## src/rtl/sws_pkg.sv

```systemverilog
// types, codes and constants shared by the shell word splitter files
package sws_pkg;

    localparam int MAX_RES = 4;

    localparam logic [9:0] LEN_CAP = 10'd1023;
    localparam logic [5:0] NUM_CAP = 6'd63;

    // result kinds
    localparam logic [1:0] KIND_BYTE = 2'd0;
    localparam logic [1:0] KIND_END  = 2'd1;
    localparam logic [1:0] KIND_ERR  = 2'd2;
    localparam logic [1:0] KIND_DONE = 2'd3;

    // error codes
    localparam logic [1:0] ERR_PIPE  = 2'd0;
    localparam logic [1:0] ERR_REDIR = 2'd1;
    localparam logic [1:0] ERR_QUOTE = 2'd2;

    // character codes
    localparam logic [7:0] CH_TAB       = 8'h09;
    localparam logic [7:0] CH_NEWLINE   = 8'h0A;
    localparam logic [7:0] CH_SPACE     = 8'h20;
    localparam logic [7:0] CH_DQUOTE    = 8'h22;
    localparam logic [7:0] CH_DOLLAR    = 8'h24;
    localparam logic [7:0] CH_AMP       = 8'h26;
    localparam logic [7:0] CH_SQUOTE    = 8'h27;
    localparam logic [7:0] CH_SEMI      = 8'h3B;
    localparam logic [7:0] CH_LT        = 8'h3C;
    localparam logic [7:0] CH_GT        = 8'h3E;
    localparam logic [7:0] CH_BACKSLASH = 8'h5C;
    localparam logic [7:0] CH_BACKTICK  = 8'h60;
    localparam logic [7:0] CH_PIPE      = 8'h7C;

    typedef enum logic [1:0] {
        QM_NONE   = 2'd0,
        QM_SINGLE = 2'd1,
        QM_DOUBLE = 2'd2
    } quote_mode_t;

    typedef struct packed {
        logic [7:0] char_code;
        logic       last_char;
    } in_item_t;

    typedef struct packed {
        logic [1:0] kind;
        logic [7:0] arg_byte;
        logic [9:0] arg_length;
        logic [5:0] arg_number;
        logic [1:0] error_code;
        logic       last_result;
    } out_item_t;

    typedef struct packed {
        quote_mode_t quote_mode;
        logic        escape_pending;
        logic        in_argument;
        logic [9:0]  length_count;
        logic [5:0]  argument_count;
        logic        error_seen;
    } sws_state_t;

    localparam sws_state_t ST_RESET = '{
        quote_mode:     QM_NONE,
        escape_pending: 1'b0,
        in_argument:    1'b0,
        length_count:   10'd0,
        argument_count: 6'd0,
        error_seen:     1'b0
    };

    localparam out_item_t OUT_ZERO = '0;

endpackage

```

## src/rtl/shell_word_splitter.sv

```systemverilog
// top level of the shell word splitter
//
// input channel char_valid/char_ready/char_item carries one byte of a
// command string per item, with last_char set on the final byte
// output channel res_valid/res_ready/res_item carries result items:
// argument bytes, end-of-argument marks with length, error items and
// the done item that closes each string
//
// each accepted item is parsed by the combinational sws_step and its results,
// zero to four of them, land in a four-slot result register that drains
// one item per cycle from slot zero while the receiver is ready
// latency: the first result of an item, if it yields any, is shown the
// cycle after the item is accepted
// throughput: one input item per cycle while each item yields at most one
// result and the receiver is ready; an item with more results holds the
// input until they drain, so the rate is set by the drain of the result register
// a new item is taken while the last pending result is being taken, so
// the two sides overlap
// a receiver stall simply holds the result register; input is refused
// until only one result is left and it is being taken
// reset clears the parse state and empties the result register
module shell_word_splitter
    import sws_pkg::*;
(
    input  logic      clk,
    input  logic      rst_n,
    input  logic      char_valid,
    output logic      char_ready,
    input  in_item_t  char_item,
    output logic      res_valid,
    input  logic      res_ready,
    output out_item_t res_item
);

    // parse state
    sws_state_t st_reg;
    sws_state_t st_next;

    // pending results, slot zero is at the head
    out_item_t [MAX_RES-1:0] res_reg;
    out_item_t [MAX_RES-1:0] res_next;
    logic [2:0]              cnt_reg;
    logic [2:0]              cnt_next;

    // results of the step for the item at the input
    out_item_t [MAX_RES-1:0] step_res;
    logic [2:0]              step_count;

    logic take;
    logic accept;

    sws_step u_step (
        .st        (st_reg),
        .item      (char_item),
        .st_next   (st_next),
        .res       (step_res),
        .res_count (step_count)
    );

    assign res_valid  = cnt_reg != 3'd0;
    assign res_item   = res_reg[0];
    assign take       = res_valid && res_ready;
    // free when empty, or when the only pending item leaves this cycle
    assign char_ready = (cnt_reg == 3'd0) || (cnt_reg == 3'd1 && res_ready);
    assign accept     = char_valid && char_ready;

    always_comb
    begin
        res_next = res_reg;
        cnt_next = cnt_reg;
        if (accept)
        begin
            res_next = step_res;
            cnt_next = step_count;
        end
        else if (take)
        begin
            // shift the queue towards the head
            for (int i = 0; i < MAX_RES - 1; i++)
            begin
                res_next[i] = res_reg[i+1];
            end
            res_next[MAX_RES-1] = OUT_ZERO;
            cnt_next = cnt_reg - 3'd1;
        end
    end

    always_ff @(posedge clk or negedge rst_n)
    begin
        if (!rst_n)
        begin
            st_reg  <= ST_RESET;
            cnt_reg <= 3'd0;
        end
        else
        begin
            if (accept)
            begin
                st_reg <= st_next;
            end
            cnt_reg <= cnt_next;
        end
    end

    // result payload needs no reset
    always_ff @(posedge clk)
    begin
        res_reg <= res_next;
    end

endmodule

```

## src/rtl/sws_step.sv

```systemverilog
// per-byte parse step: next state and the list of results for one item
module sws_step
    import sws_pkg::*;
(
    input  sws_state_t                 st,
    input  in_item_t                   item,
    output sws_state_t                 st_next,
    output out_item_t [MAX_RES-1:0]    res,
    output logic [2:0]                 res_count
);

    typedef struct packed {
        sws_state_t               st;
        out_item_t [MAX_RES-1:0]  res;
        logic [2:0]               n;
    } acc_t;

    function automatic logic dq_special(logic [7:0] c);
        return c == CH_DOLLAR || c == CH_BACKTICK || c == CH_DQUOTE ||
               c == CH_BACKSLASH || c == CH_NEWLINE;
    endfunction

    function automatic acc_t put(acc_t a, out_item_t o);
        acc_t r;
        r = a;
        r.res[r.n[1:0]] = o;
        r.n = r.n + 3'd1;
        return r;
    endfunction

    function automatic acc_t emit_byte(acc_t a, logic [7:0] b);
        acc_t r;
        r = put(a, '{kind: KIND_BYTE, arg_byte: b, arg_length: 10'd0,
                     arg_number: a.st.argument_count, error_code: 2'd0,
                     last_result: 1'b0});
        r.st.in_argument = 1'b1;
        if (r.st.length_count < LEN_CAP)
        begin
            r.st.length_count = r.st.length_count + 10'd1;
        end
        return r;
    endfunction

    function automatic acc_t end_arg(acc_t a);
        acc_t r;
        r = put(a, '{kind: KIND_END, arg_byte: 8'd0, arg_length: a.st.length_count,
                     arg_number: a.st.argument_count, error_code: 2'd0,
                     last_result: 1'b0});
        if (r.st.argument_count < NUM_CAP)
        begin
            r.st.argument_count = r.st.argument_count + 6'd1;
        end
        r.st.length_count = 10'd0;
        r.st.in_argument  = 1'b0;
        return r;
    endfunction

    function automatic acc_t raise_err(acc_t a, logic [1:0] code);
        acc_t r;
        r = put(a, '{kind: KIND_ERR, arg_byte: 8'd0, arg_length: 10'd0,
                     arg_number: a.st.argument_count, error_code: code,
                     last_result: 1'b0});
        r.st.error_seen = 1'b1;
        return r;
    endfunction

    acc_t       a;
    logic       handled;
    logic [7:0] c;

    always_comb
    begin
        a       = '{st: st, res: '{default: OUT_ZERO}, n: 3'd0};
        handled = 1'b0;
        c       = item.char_code;

        if (!a.st.error_seen)
        begin
            if (a.st.escape_pending)
            begin
                a.st.escape_pending = 1'b0;
                if (a.st.quote_mode == QM_NONE || dq_special(c))
                begin
                    a       = emit_byte(a, c);
                    handled = 1'b1;
                end
                else
                begin
                    a = emit_byte(a, CH_BACKSLASH);
                end
            end
            if (!handled)
            begin
                priority if (a.st.quote_mode == QM_NONE)
                begin
                    priority if (c == CH_SPACE || c == CH_TAB)
                    begin
                        if (a.st.in_argument)
                        begin
                            a = end_arg(a);
                        end
                    end
                    else if (c == CH_PIPE || c == CH_SEMI)
                    begin
                        a = raise_err(a, ERR_PIPE);
                    end
                    else if (c == CH_LT || c == CH_GT || c == CH_AMP)
                    begin
                        a = raise_err(a, ERR_REDIR);
                    end
                    else if (c == CH_SQUOTE)
                    begin
                        a.st.quote_mode  = QM_SINGLE;
                        a.st.in_argument = 1'b1;
                    end
                    else if (c == CH_DQUOTE)
                    begin
                        a.st.quote_mode  = QM_DOUBLE;
                        a.st.in_argument = 1'b1;
                    end
                    else if (c == CH_BACKSLASH)
                    begin
                        a.st.escape_pending = 1'b1;
                        a.st.in_argument    = 1'b1;
                    end
                    else
                    begin
                        a = emit_byte(a, c);
                    end
                end
                else if (a.st.quote_mode == QM_DOUBLE)
                begin
                    priority if (c == CH_DQUOTE)
                    begin
                        a.st.quote_mode = QM_NONE;
                    end
                    else if (c == CH_BACKSLASH)
                    begin
                        a.st.escape_pending = 1'b1;
                    end
                    else
                    begin
                        a = emit_byte(a, c);
                    end
                end
                else
                begin
                    if (c == CH_SQUOTE)
                    begin
                        a.st.quote_mode = QM_NONE;
                    end
                    else
                    begin
                        a = emit_byte(a, c);
                    end
                end
            end
        end

        if (item.last_char)
        begin
            if (!a.st.error_seen)
            begin
                if (a.st.escape_pending)
                begin
                    a.st.escape_pending = 1'b0;
                    a = emit_byte(a, CH_BACKSLASH);
                end
                if (a.st.quote_mode != QM_NONE)
                begin
                    a = raise_err(a, ERR_QUOTE);
                end
                else if (a.st.in_argument)
                begin
                    a = end_arg(a);
                end
            end
            a = put(a, '{kind: KIND_DONE, arg_byte: 8'd0, arg_length: 10'd0,
                         arg_number: a.st.argument_count, error_code: 2'd0,
                         last_result: 1'b1});
            a.st = ST_RESET;
        end

        st_next   = a.st;
        res       = a.res;
        res_count = a.n;
    end

endmodule

```

## config.mk

```make
export PLATFORM = sky130hd
export DESIGN_NAME = shell_word_splitter
export DESIGN_NICKNAME = d
export VERILOG_FILES = /design/src/rtl/sws_pkg.sv /design/src/rtl/shell_word_splitter.sv /design/src/rtl/sws_step.sv
export SDC_FILE = /design/constraint.sdc
export NUM_CORES = 1
export LEC_CHECK = 0
export BUFFER_PORTS_ARGS = -buffer_cell sky130_fd_sc_hd__buf_2
export CORE_ASPECT_RATIO = 0.7
export CORE_MARGIN = 2
export CORE_UTILIZATION = 50
export DETAILED_ROUTE_END_ITERATION = 6
export GPL_TIMING_DRIVEN = 0
export PLACE_DENSITY = 0.71
export SYNTH_ARGS = -nofsm -noshare
export SYNTH_HDL_FRONTEND = slang
export SYNTH_SLANG_ARGS = --single-unit
```

## constraint.sdc

```tcl
create_clock -name clk -period 11.7 [get_ports clk]
set_clock_uncertainty 0.05 [all_clocks]
set_input_delay 2.925 -clock clk [delete_from_list [all_inputs] [get_ports clk]]
set_output_delay 2.925 -clock clk [all_outputs]
set_load 0.005 [all_outputs]
```

==> flow_summary.toml, run 1 <==
[yosys]
synthAdderAreaFrac_pct = 3.17
synth_xor_area_share_pct = 0.937
yosys_warnings = 0
number_of_flops_mapped_to_enable_cells_by_yosys = 100
netlist_instances = 978
async_reset_ff_share_pct = 19.4
synth.distinct_cells = 108
synth_top_family_by_area = "compound AO/OA/AOI/OAI gates"
netlist_area_sq_um = 9080
synth.ff_latch_count = 124
postSynthNetCount = 1014
synth_compound_area_share_pct = 26.2
synthMuxAreaShare_pct = 2.71
synth.avg_cell_area_sq_um = 9.29
synth_sequential_area_ratio_pct = 39.7
synthSimpleGateAreaFrac_pct = 20.8
postSynth.topFlopCell = "sky130_fd_sc_hd__edfxtp_1"

[placement]
gpl.final_weighted_congestion = 0.966
numPortBuffers = 41
placement.cell_area_sq_um = 9610
dp.final_hpwl_mm = 20.7

[clocking]
tritoncts = "yes"
clkLatencyLatePin_ps = 430
cts_made_buffers = 17
worst_setup_hold_path_clk_slew_ps = 60
cts_buffer_depth = 2
htree_levels = 4
postCtsSetupRepairBufs = 0
ctsRootBufferMaster = "sky130_fd_sc_hd__clkbuf_16"
cts_sinks = 124
ctsHoldBuffers = 0
cts_resized = 0

[global_routing]
antenna_found_initial = 0
grt_overflow_total = 0
first_global_vias = 7948
grt_start_max_net_pins = 69
gr-usage-all-layers_pct = 31.1
grt_pass1_wl_mm = 45.2

[final_layout]
number_of_flip_flops_under_the_largest_register_name = 71
area_growth_syn_to_layout_pct = 12.2
final_design_area_no_fill_sq_um = 10200
utilization_of_the_core_after_routing_pct = 56.9
antenna_cells = 0
layout.cells.most_common = "sky130_fd_sc_hd__nand2_1"
top_library_cells_by_usage_in_the_layout_fill_and_taps_aside = "sky130_fd_sc_hd__nand2_1 (117), sky130_fd_sc_hd__edfxtp_1 (100), sky130_fd_sc_hd__nor2_1 (83)"
layout.nets = 1075
post_route_cells_drive_above_1_share_pct = 17.6

[critical_path]
worst_setup_path_startpoint = "char_item[2]"
timing_worst_setup_path_type = "in2reg"
worst-r2r-cell-count = 18
arrival_ps = 8930
sort_of_element_at_the_start_of_the_critical_path = "input pin"
r2r_start = "st_reg[0]"
setup.reg_to_reg.worst_slack_ps = 5390
endpoint_kind = "register"
critical_path_peak_fanout = 10
rr_endpoint = "res_item[11]"
timing.critical_path.to = "res_item[11]"
worst_ep_required_time_ps = 11860

[sta]
clock.fmax_ghz = 0.114
timing.final.crit_share_pct = 75.0
rsz0062_at_grt = "no"
period_minus_ws_final_ps = 8770
finalSetupViolCount = 0
report.final.slew_viol_count = 0
tns_ps = 0
slew_headroom_pct = 13.7
hold_violations = 0
worst_max_slew_pin_slew_ps = 1260

[power]
power.sequential.fraction_pct = 32.0
p_int_uw = 1270
power.net_switching_uw = 857
vdd.ir_drop.worst_v = 0.000136
p_leak_uw = 0.00394
pwr_density_cell_nw_per_um2 = 209
combPwrFrac_pct = 43.2
pwr-share-clk_pct = 24.8
sw_share_pct = 40.2

[job]
max-cap-violations = 0

[routing]
detail_route.vias_per_cell = 6.68
drt_first_pass_iters = 7
routed_wirelength_mm = 29.1
drcViolationCount = 0
routedWlPerCell_microns = 22.6
detailedRoute.firstIterationViolations = 1348
detailroute.via_count = 8607
postRouteAntennaNets = 0

[floorplanning]
initial_utilization_pct = 50.7
floorplan.io_pins = 44
floorplan.rows = 41
dieHeight_microns = 117
core_area_sq_um = 17900
floorplan.die_area_sq_um = 19300
chipWidth_microns = 165

[worst_hold_path]
worst_hold_path_type = "reg2reg"
min_delay_path_depth = 2

[run_status]
status = "completed"
## cells in the mapped netlist, types with 20 or more instances
cell,n,area (sq um)
sky130_fd_sc_hd__nand2_1,117,439
sky130_fd_sc_hd__edfxtp_1,100,3000
sky130_fd_sc_hd__nor2_1,83,312
sky130_fd_sc_hd__o21ai_0,75,375
sky130_fd_sc_hd__a21oi_1,51,255
sky130_fd_sc_hd__clkbuf_1,36,135
sky130_fd_sc_hd__buf_4,31,233
sky130_fd_sc_hd__inv_1,28,105
sky130_fd_sc_hd__dfrtp_1,24,601
sky130_fd_sc_hd__ha_1,23,288
sky130_fd_sc_hd__nand3_1,21,105
sky130_fd_sc_hd__nor3_1,20,100
sky130_fd_sc_hd__o21ai_1,20,100
## per-layer routing
metal	routed length, microns	track usage (%)
met5	0	0
met4	485	8.41
met3	3420	7.10
met2	12300	45.4
met1	12900	46.3
## stage by stage
step	hold slack, ps	power, uW	instances	setup slack, ps
6_report	472	2130	1288	2930
5_1_grt	500	2240	1288	2590
4_1_cts	476	2100	1288	3070
3_5_place_dp	462	1580	1256	2680
3_3_place_gp	447	1560	1255	2790
2_1_floorplan	439	1290	978	4090
## cell families (layout without fill, tap and decap cells)
kind of cell             Yosys count  count (layout)
flip-flops                       124             124
adder cells (fa/ha/maj)           23              23
XOR/XNOR                           8               8
AO/OA/AOI/OAI                    324             324
AND/OR/NAND/NOR                  357             357
multiplexers                      22              22
other                              1               1
buffers and inverters            119             193
## how the worst min path moves through the flow
stage,start,endpoint,slack [ps]
floorplan,res_reg[112],res_reg[83],440
global placement,res_reg[103],res_reg[74],450
detailed placement,res_reg[103],res_reg[74],460
CTS,res_reg[103],res_reg[74],480
global route,res_reg[98],res_reg[69],500
finish,res_reg[103],res_reg[74],470
## worst max-delay path, stage by stage
cell	delay (ps)
sky130_fd_sc_hd__buf_2	110
sky130_fd_sc_hd__buf_2	180
sky130_fd_sc_hd__nand4bb_2	300
sky130_fd_sc_hd__nor4_4	410
sky130_fd_sc_hd__inv_1	240
sky130_fd_sc_hd__ha_1	330
sky130_fd_sc_hd__o21ai_0	60
sky130_fd_sc_hd__o21ai_0	130
sky130_fd_sc_hd__a22oi_1	150
sky130_fd_sc_hd__a31oi_1	240
sky130_fd_sc_hd__nor2_1	60
sky130_fd_sc_hd__nor2_1	250
sky130_fd_sc_hd__inv_1	110
sky130_fd_sc_hd__ha_1	280
sky130_fd_sc_hd__nand2_1	50
sky130_fd_sc_hd__o21ai_0	180
sky130_fd_sc_hd__ha_1	360
sky130_fd_sc_hd__mux2i_1	80
sky130_fd_sc_hd__nand2b_1	210
sky130_fd_sc_hd__ha_1	340
sky130_fd_sc_hd__inv_1	310
sky130_fd_sc_hd__nand2_1	220
sky130_fd_sc_hd__nor4_1	610
sky130_fd_sc_hd__nand2_1	390
sky130_fd_sc_hd__o21ai_0	400
## power groups by stage
stage	Clock, uW	Combinational (uW)	Sequential (uW)
2_1_floorplan	0	615	676
5_1_grt	550	993	694
6_report	529	920	682
3_5_place_dp	0	887	689
4_1_cts	528	896	681
3_3_place_gp	0	872	692
## layout make-up
cell class	count	area [sq um]
fillers	1622	7720
multi-input cells	735	4890
flip-flops and latches	124	3600
plain buffers	91	483
clock buffers	18	429
well taps	236	295
repair buffers	42	233
clock inverters	14	144
inverters	28	105
Note: power is estimated with default switching activity, not from simulation.
==> run 2: changes to the inputs <==
Settings changed: PLACE_DENSITY 0.71 to 0.74.
Clock period 11.7 ns to 7.5 ns, I/O delays scaled along.
==> flow_summary.toml, run 2 (synthesis results as in run 1) <==
[global_routing]
met1_usage_pct = 45.2
grt_pass1_wl_mm = 44.2
gr-usage-all-layers_pct = 30.5
grt_start_max_net_pins = 57
grt_overflow_total = 0
first_global_vias = 7688
met2_usage_pct = 44.4
antenna_found_initial = 0
gr-usage-met3_pct = 8.59
grt-busiest-layer = "met1"

[final_layout]
area_growth_syn_to_layout_pct = 12.2
layout.nets = 1076
seqCellArea_sq_um = 3600
stdcell_count = 1289
top_library_cells_by_usage_in_the_layout_fill_and_taps_aside = "sky130_fd_sc_hd__nand2_1 (116), sky130_fd_sc_hd__edfxtp_1 (100), sky130_fd_sc_hd__nor2_1 (82)"
number_of_flip_flops_under_the_largest_register_name = 71
antenna_cells = 0
utilization_of_the_core_after_routing_pct = 56.9
final.fill_count = 1610
multi_input_area_sq_um = 4920
post_route_cells_drive_above_1_share_pct = 18.2
layout.cells.most_common = "sky130_fd_sc_hd__nand2_1"
final_design_area_no_fill_sq_um = 10200

[clocking]
worst_setup_hold_path_clk_slew_ps = 60
cts_sinks = 124
ctsRootBufferMaster = "sky130_fd_sc_hd__clkbuf_16"
tritoncts = "yes"
cts_made_buffers = 17
htree_levels = 4
clkLatencyLatePin_ps = 430
cts_buffer_depth = 2
ctsHoldBuffers = 0

[critical_path]
sort_of_element_at_the_start_of_the_critical_path = "input pin"
endpoint_kind = "register"
setup.reg_to_reg.worst_slack_ps = 1460
arrival_ps = 7270
worstPathCellList = "buf_2 > or4bb_1 > a211o_1 > and3_4 > o21ai_0 > inv_1 > a32oi_1 > nor2_1 > o21ai_0 > ha_1 > nand2_1 > o21ai_0 > ha_1 > mux2i_1 > nand2b_1 > ha_1 > inv_2 > a21oi_1 > nor2_1 > a221oi_1 > nor2_1"
cp_slowest_stage_delay_ps = 570
critical_path_peak_fanout = 10
timing_worst_setup_path_type = "in2reg"
crit_slowest_cell = "sky130_fd_sc_hd__o21ai_0"
worst_ep_required_time_ps = 7620

[floorplanning]
floorplan.die_area_sq_um = 19300
initial_utilization_pct = 50.7
chipWidth_microns = 165
floorplan.io_pins = 44
core_area_sq_um = 17900
dieHeight_microns = 117
floorplan.rows = 41

[power]
p_leak_uw = 0.00393
vdd.ir_drop.worst_v = 0.000325
pwr_density_cell_nw_per_um2 = 322

[placement]
gpl.final_weighted_congestion = 1.01
dp.final_hpwl_mm = 20.3
placement.cell_area_sq_um = 9610
numPortBuffers = 41
placed_cells_incl_taps = 1256

[routing]
detailedRoute.firstIterationViolations = 1312
routedWlPerCell_microns = 22.1
detail_route.vias_per_cell = 6.58
routed_wirelength_mm = 28.5
drcViolationCount = 0
detailroute.via_count = 8487
drt_first_pass_iters = 6
postRouteAntennaNets = 0

[sta]
report.final.slew_viol_count = 0
timing.final.crit_share_pct = 95.4
slew_headroom_pct = 34.4
clock.fmax_ghz = 0.140
period_minus_ws_final_ps = 7150
rsz0062_at_grt = "no"
hold_violations = 0
worst_max_slew_pin_slew_ps = 975
finalSetupViolCount = 0

[worst_hold_path]
worst_hold_path_type = "reg2reg"

[job]
max-cap-violations = 0

[run_status]
status = "completed"
[run 2: worst paths after layout]
path / from / endpoint / cells past startpoint
worst max register to register: st_reg[11] / res_reg[46] / 18
max in group asynchronous: rst_n / cnt_reg[1] / 1
min in group asynchronous: rst_n / st_reg[12] / 1
worst min-delay path: res_reg[102] / res_reg[73] / 2
worst max-delay path: char_item[3] / res_item[3] / 21
worst min register to register: res_reg[102] / res_reg[73] / 2
[run 2: critical path: cells and delay by family]
| family | cells | cell delay (ps) |
|---|---|---|
| compound gates | 7 | 2350 |
| fa+ha+maj | 3 | 1080 |
| buf+inv | 3 | 450 |
| mux | 1 | 150 |
| simple gates | 7 | 1340 |
[run 2: repair_timing]
item                                   CTS  global route
endpoints found under the hold margin    0             0
setup endpoints to repair                1            12
gates resized for setup                  1             5
setup buffers                            0             0
[run 2: final cells by class]
| class | instances | area share (%) |
|---|---|---|
| clock inverters | 15 | 1.23 |
| inverters | 28 | 1.03 |
| multi-input cells | 735 | 48.2 |
| clock buffers | 17 | 4.17 |
| well taps | 236 | 2.90 |
| plain buffers | 91 | 4.74 |
| flip-flops and latches | 124 | 35.4 |
| repair buffers | 43 | 2.33 |
[run 2: report_power, final]
part           switching (uW)  leakage (uW)  internal, uW
sequential               71.6       0.00133           992
clock                     331      0.000256           452
combinational             923       0.00235           511
total                    1330       0.00393          1960
[run 2: metal layers]
| layer | part of all wire (%) | vias to the layer above |
|---|---|---|
| li1 | - | 3823 |
| met1 | 44 | 4062 |
| met2 | 42 | 545 |
| met3 | 12 | 57 |
| met4 | 1.6 | 0 |
| met5 | 0 | - |
[run 2: per-stage QoR]
| step | worst slack (ps) | setup TNS (ps) | power (uW) | hold WS [ps] |
|---|---|---|---|---|
| after global placement | -255 | -1440 | 2420 | 449 |
| final | 346 | 0 | 3280 | 481 |
| after CTS | 239 | 0 | 3230 | 477 |
| after global routing | 81.2 | 0 | 3450 | 492 |
| after floorplan | 944 | 0 | 2010 | 439 |
| after detailed placement | -424 | -2390 | 2450 | 461 |
==> run 3: changes to the inputs <==
Clock period 7.5 ns to 5.85 ns, I/O delays scaled along.
==> flow_summary.toml, run 3 (synthesis results as in run 1) <==
[run_status]
status = "completed"

[sta]
timing.final.crit_share_pct = 99.4
worst_hold_slack_ps = 470
hold_violations = 0
worst_max_slew_pin_slew_ps = 871
tns_ps = 0
finalSetupViolCount = 0
period_minus_ws_final_ps = 5820
final_worst_slack_ps = 33.3
slew_headroom_pct = 41.7
clock.fmax_ghz = 0.172
report.final.slew_viol_count = 0

[routing]
routed_wirelength_mm = 28.6
detailedRoute.firstIterationViolations = 1369
detailroute.via_count = 8605
postRouteAntennaNets = 0
detail_route.vias_per_cell = 6.63
routedWlPerCell_microns = 22.1
drt_first_pass_iters = 6
drcViolationCount = 0

[final_layout]
post_route_cells_drive_above_1_share_pct = 21.4
number_of_flip_flops_under_the_largest_register_name = 71
final.fill_count = 1577
layout.nets = 1084
antenna_cells = 0
stdcell_count = 1297
layout.cells.most_common = "sky130_fd_sc_hd__nand2_1"
utilization_of_the_core_after_routing_pct = 58.1
top_library_cells_by_usage_in_the_layout_fill_and_taps_aside = "sky130_fd_sc_hd__nand2_1 (115), sky130_fd_sc_hd__edfxtp_1 (100), sky130_fd_sc_hd__nor2_1 (81)"
area_growth_syn_to_layout_pct = 14.5

[clocking]
clkLatencyLatePin_ps = 430
ctsRootBufferMaster = "sky130_fd_sc_hd__clkbuf_16"
cts_buffer_depth = 2
cts_sinks = 124
tritoncts = "yes"
worst_setup_hold_path_clk_slew_ps = 60
ctsHoldBuffers = 0
htree_levels = 4
cts_made_buffers = 17

[global_routing]
antenna_found_initial = 0
gr-usage-all-layers_pct = 30.6
first_global_vias = 7787
grt_overflow_total = 0
grt_start_max_net_pins = 64
grt_pass1_wl_mm = 44.7

[placement]
dp.final_hpwl_mm = 20.4
pre_cts_ws_ps = -1220
gpl.final_weighted_congestion = 1.00
numPortBuffers = 41
placed_cells_incl_taps = 1256

[critical_path]
critical-path-top-cell-by-count = "sky130_fd_sc_hd__ha_1"
sort_of_element_at_the_start_of_the_critical_path = "input pin"
worstPathBufferInverterCount = 3
critical_path_peak_fanout = 10
setup.reg_to_reg.worst_slack_ps = 370
worstSetupPathDepth = 20
worst_setup_path_startpoint = "char_item[3]"
worst-r2r-cell-count = 18
r2r_start = "st_reg[11]"
timing.critical_path.max_delay_family = "simple AND/OR/NAND/NOR gates"
timing.critical_path.to = "res_reg[92]"
arrival_ps = 6000
timing_worst_setup_path_type = "in2reg"
rr_endpoint = "res_item[17]"
endpoint_kind = "register"
worst_ep_required_time_ps = 6030
worstPathCellList = "buf_2 > or4_4 > a211o_4 > and3_4 > o21ai_1 > inv_1 > a32oi_1 > nor2_1 > o21ai_2 > ha_1 > nand2_1 > o21ai_2 > ha_1 > mux2i_1 > nor2_1 > ha_1 > buf_2 > nor4_1 > a21oi_1 > o21ai_0"
cp_slowest_stage_delay_ps = 590
crit_slowest_cell = "sky130_fd_sc_hd__or4_4"

[floorplanning]
core_area_sq_um = 17900
initial_utilization_pct = 50.7
floorplan.io_pins = 44
chipWidth_microns = 165
floorplan.die_area_sq_um = 19300
dieHeight_microns = 117
floorplan.rows = 41

[power]
pwr_density_cell_nw_per_um2 = 413
p_leak_uw = 0.00401
vdd.ir_drop.worst_v = 0.000291

[job]
max-cap-violations = 0

[worst_hold_path]
worst_hold_path_type = "reg2reg"
run 3: cell count changes in the layout (fill, tap and decap cells not counted), sizes merged:
cell	previous run	this run
buf	95	105
clkbuf	56	54
clkinvlp	5	3
clkinv	8	9
inv	29	30
run 3: cell type report:
cell class / count / area [sq um] / area share [%]
tap: 236 / 295 / 2.84
inverter: 28 / 108 / 1.03
clock buffer: 17 / 425 / 4.09
multi-input combinational: 735 / 5050 / 48.6
clock inverter: 15 / 125 / 1.20
timing repair buffer: 52 / 305 / 2.93
buffer: 90 / 488 / 4.69
sequential: 124 / 3600 / 34.6
run 3: worst register-to-register path, delay by kind of cell, from the launching register on:
kind / cells / cell delay [ps]
AOI/OAI and AO/OA: 7 / 2350
adders and majority gates: 2 / 550
buffers and inverters: 3 / 740
DFF: 1 / 410
muxes: 1 / 180
and+or+nand+nor: 5 / 950
run 3: per-stage QoR:
step	area (sq um)	power [uW]
finish	10400	4290
global route	10400	4520
CTS	10200	4190
detailed placement	9630	3150
global placement	9600	3120
floorplan	9100	2590
run 3: power breakdown:
part | internal, uW | switching, uW
Combinational | 701 | 1220
Clock | 582 | 427
Sequential | 1270 | 93.5
Total | 2550 | 1740
run 3: routing by layer:
layer / wire length [microns] / vias up / part of all wire [%] / track usage, %
met5: 0 / - / 0 / 0
met4: 689 / 0 / 2.4 / 9.04
met3: 3410 / 74 / 12 / 6.32
met2: 11900 / 592 / 42 / 43.9
met1: 12600 / 4097 / 44 / 46.2
li1: - / 3842 / - / -
run 3: worst min-delay path by stage:
stage	from	endpoint	slack [ps]	cells past startpoint
finish	res_reg[103]	res_reg[74]	470	2
global route	res_reg[115]	res_reg[86]	500	2
CTS	res_reg[103]	res_reg[74]	470	2
detailed placement	res_reg[112]	res_reg[83]	450	2
global placement	res_reg[103]	res_reg[74]	450	2
floorplan	res_reg[112]	res_reg[83]	440	2
run 3: what timing repair did:
item,4_1_cts,5_1_grt
endpoints found under the setup margin,88,70
setup buffers,3,6
pin swaps,4,7
gates resized for setup,19,26
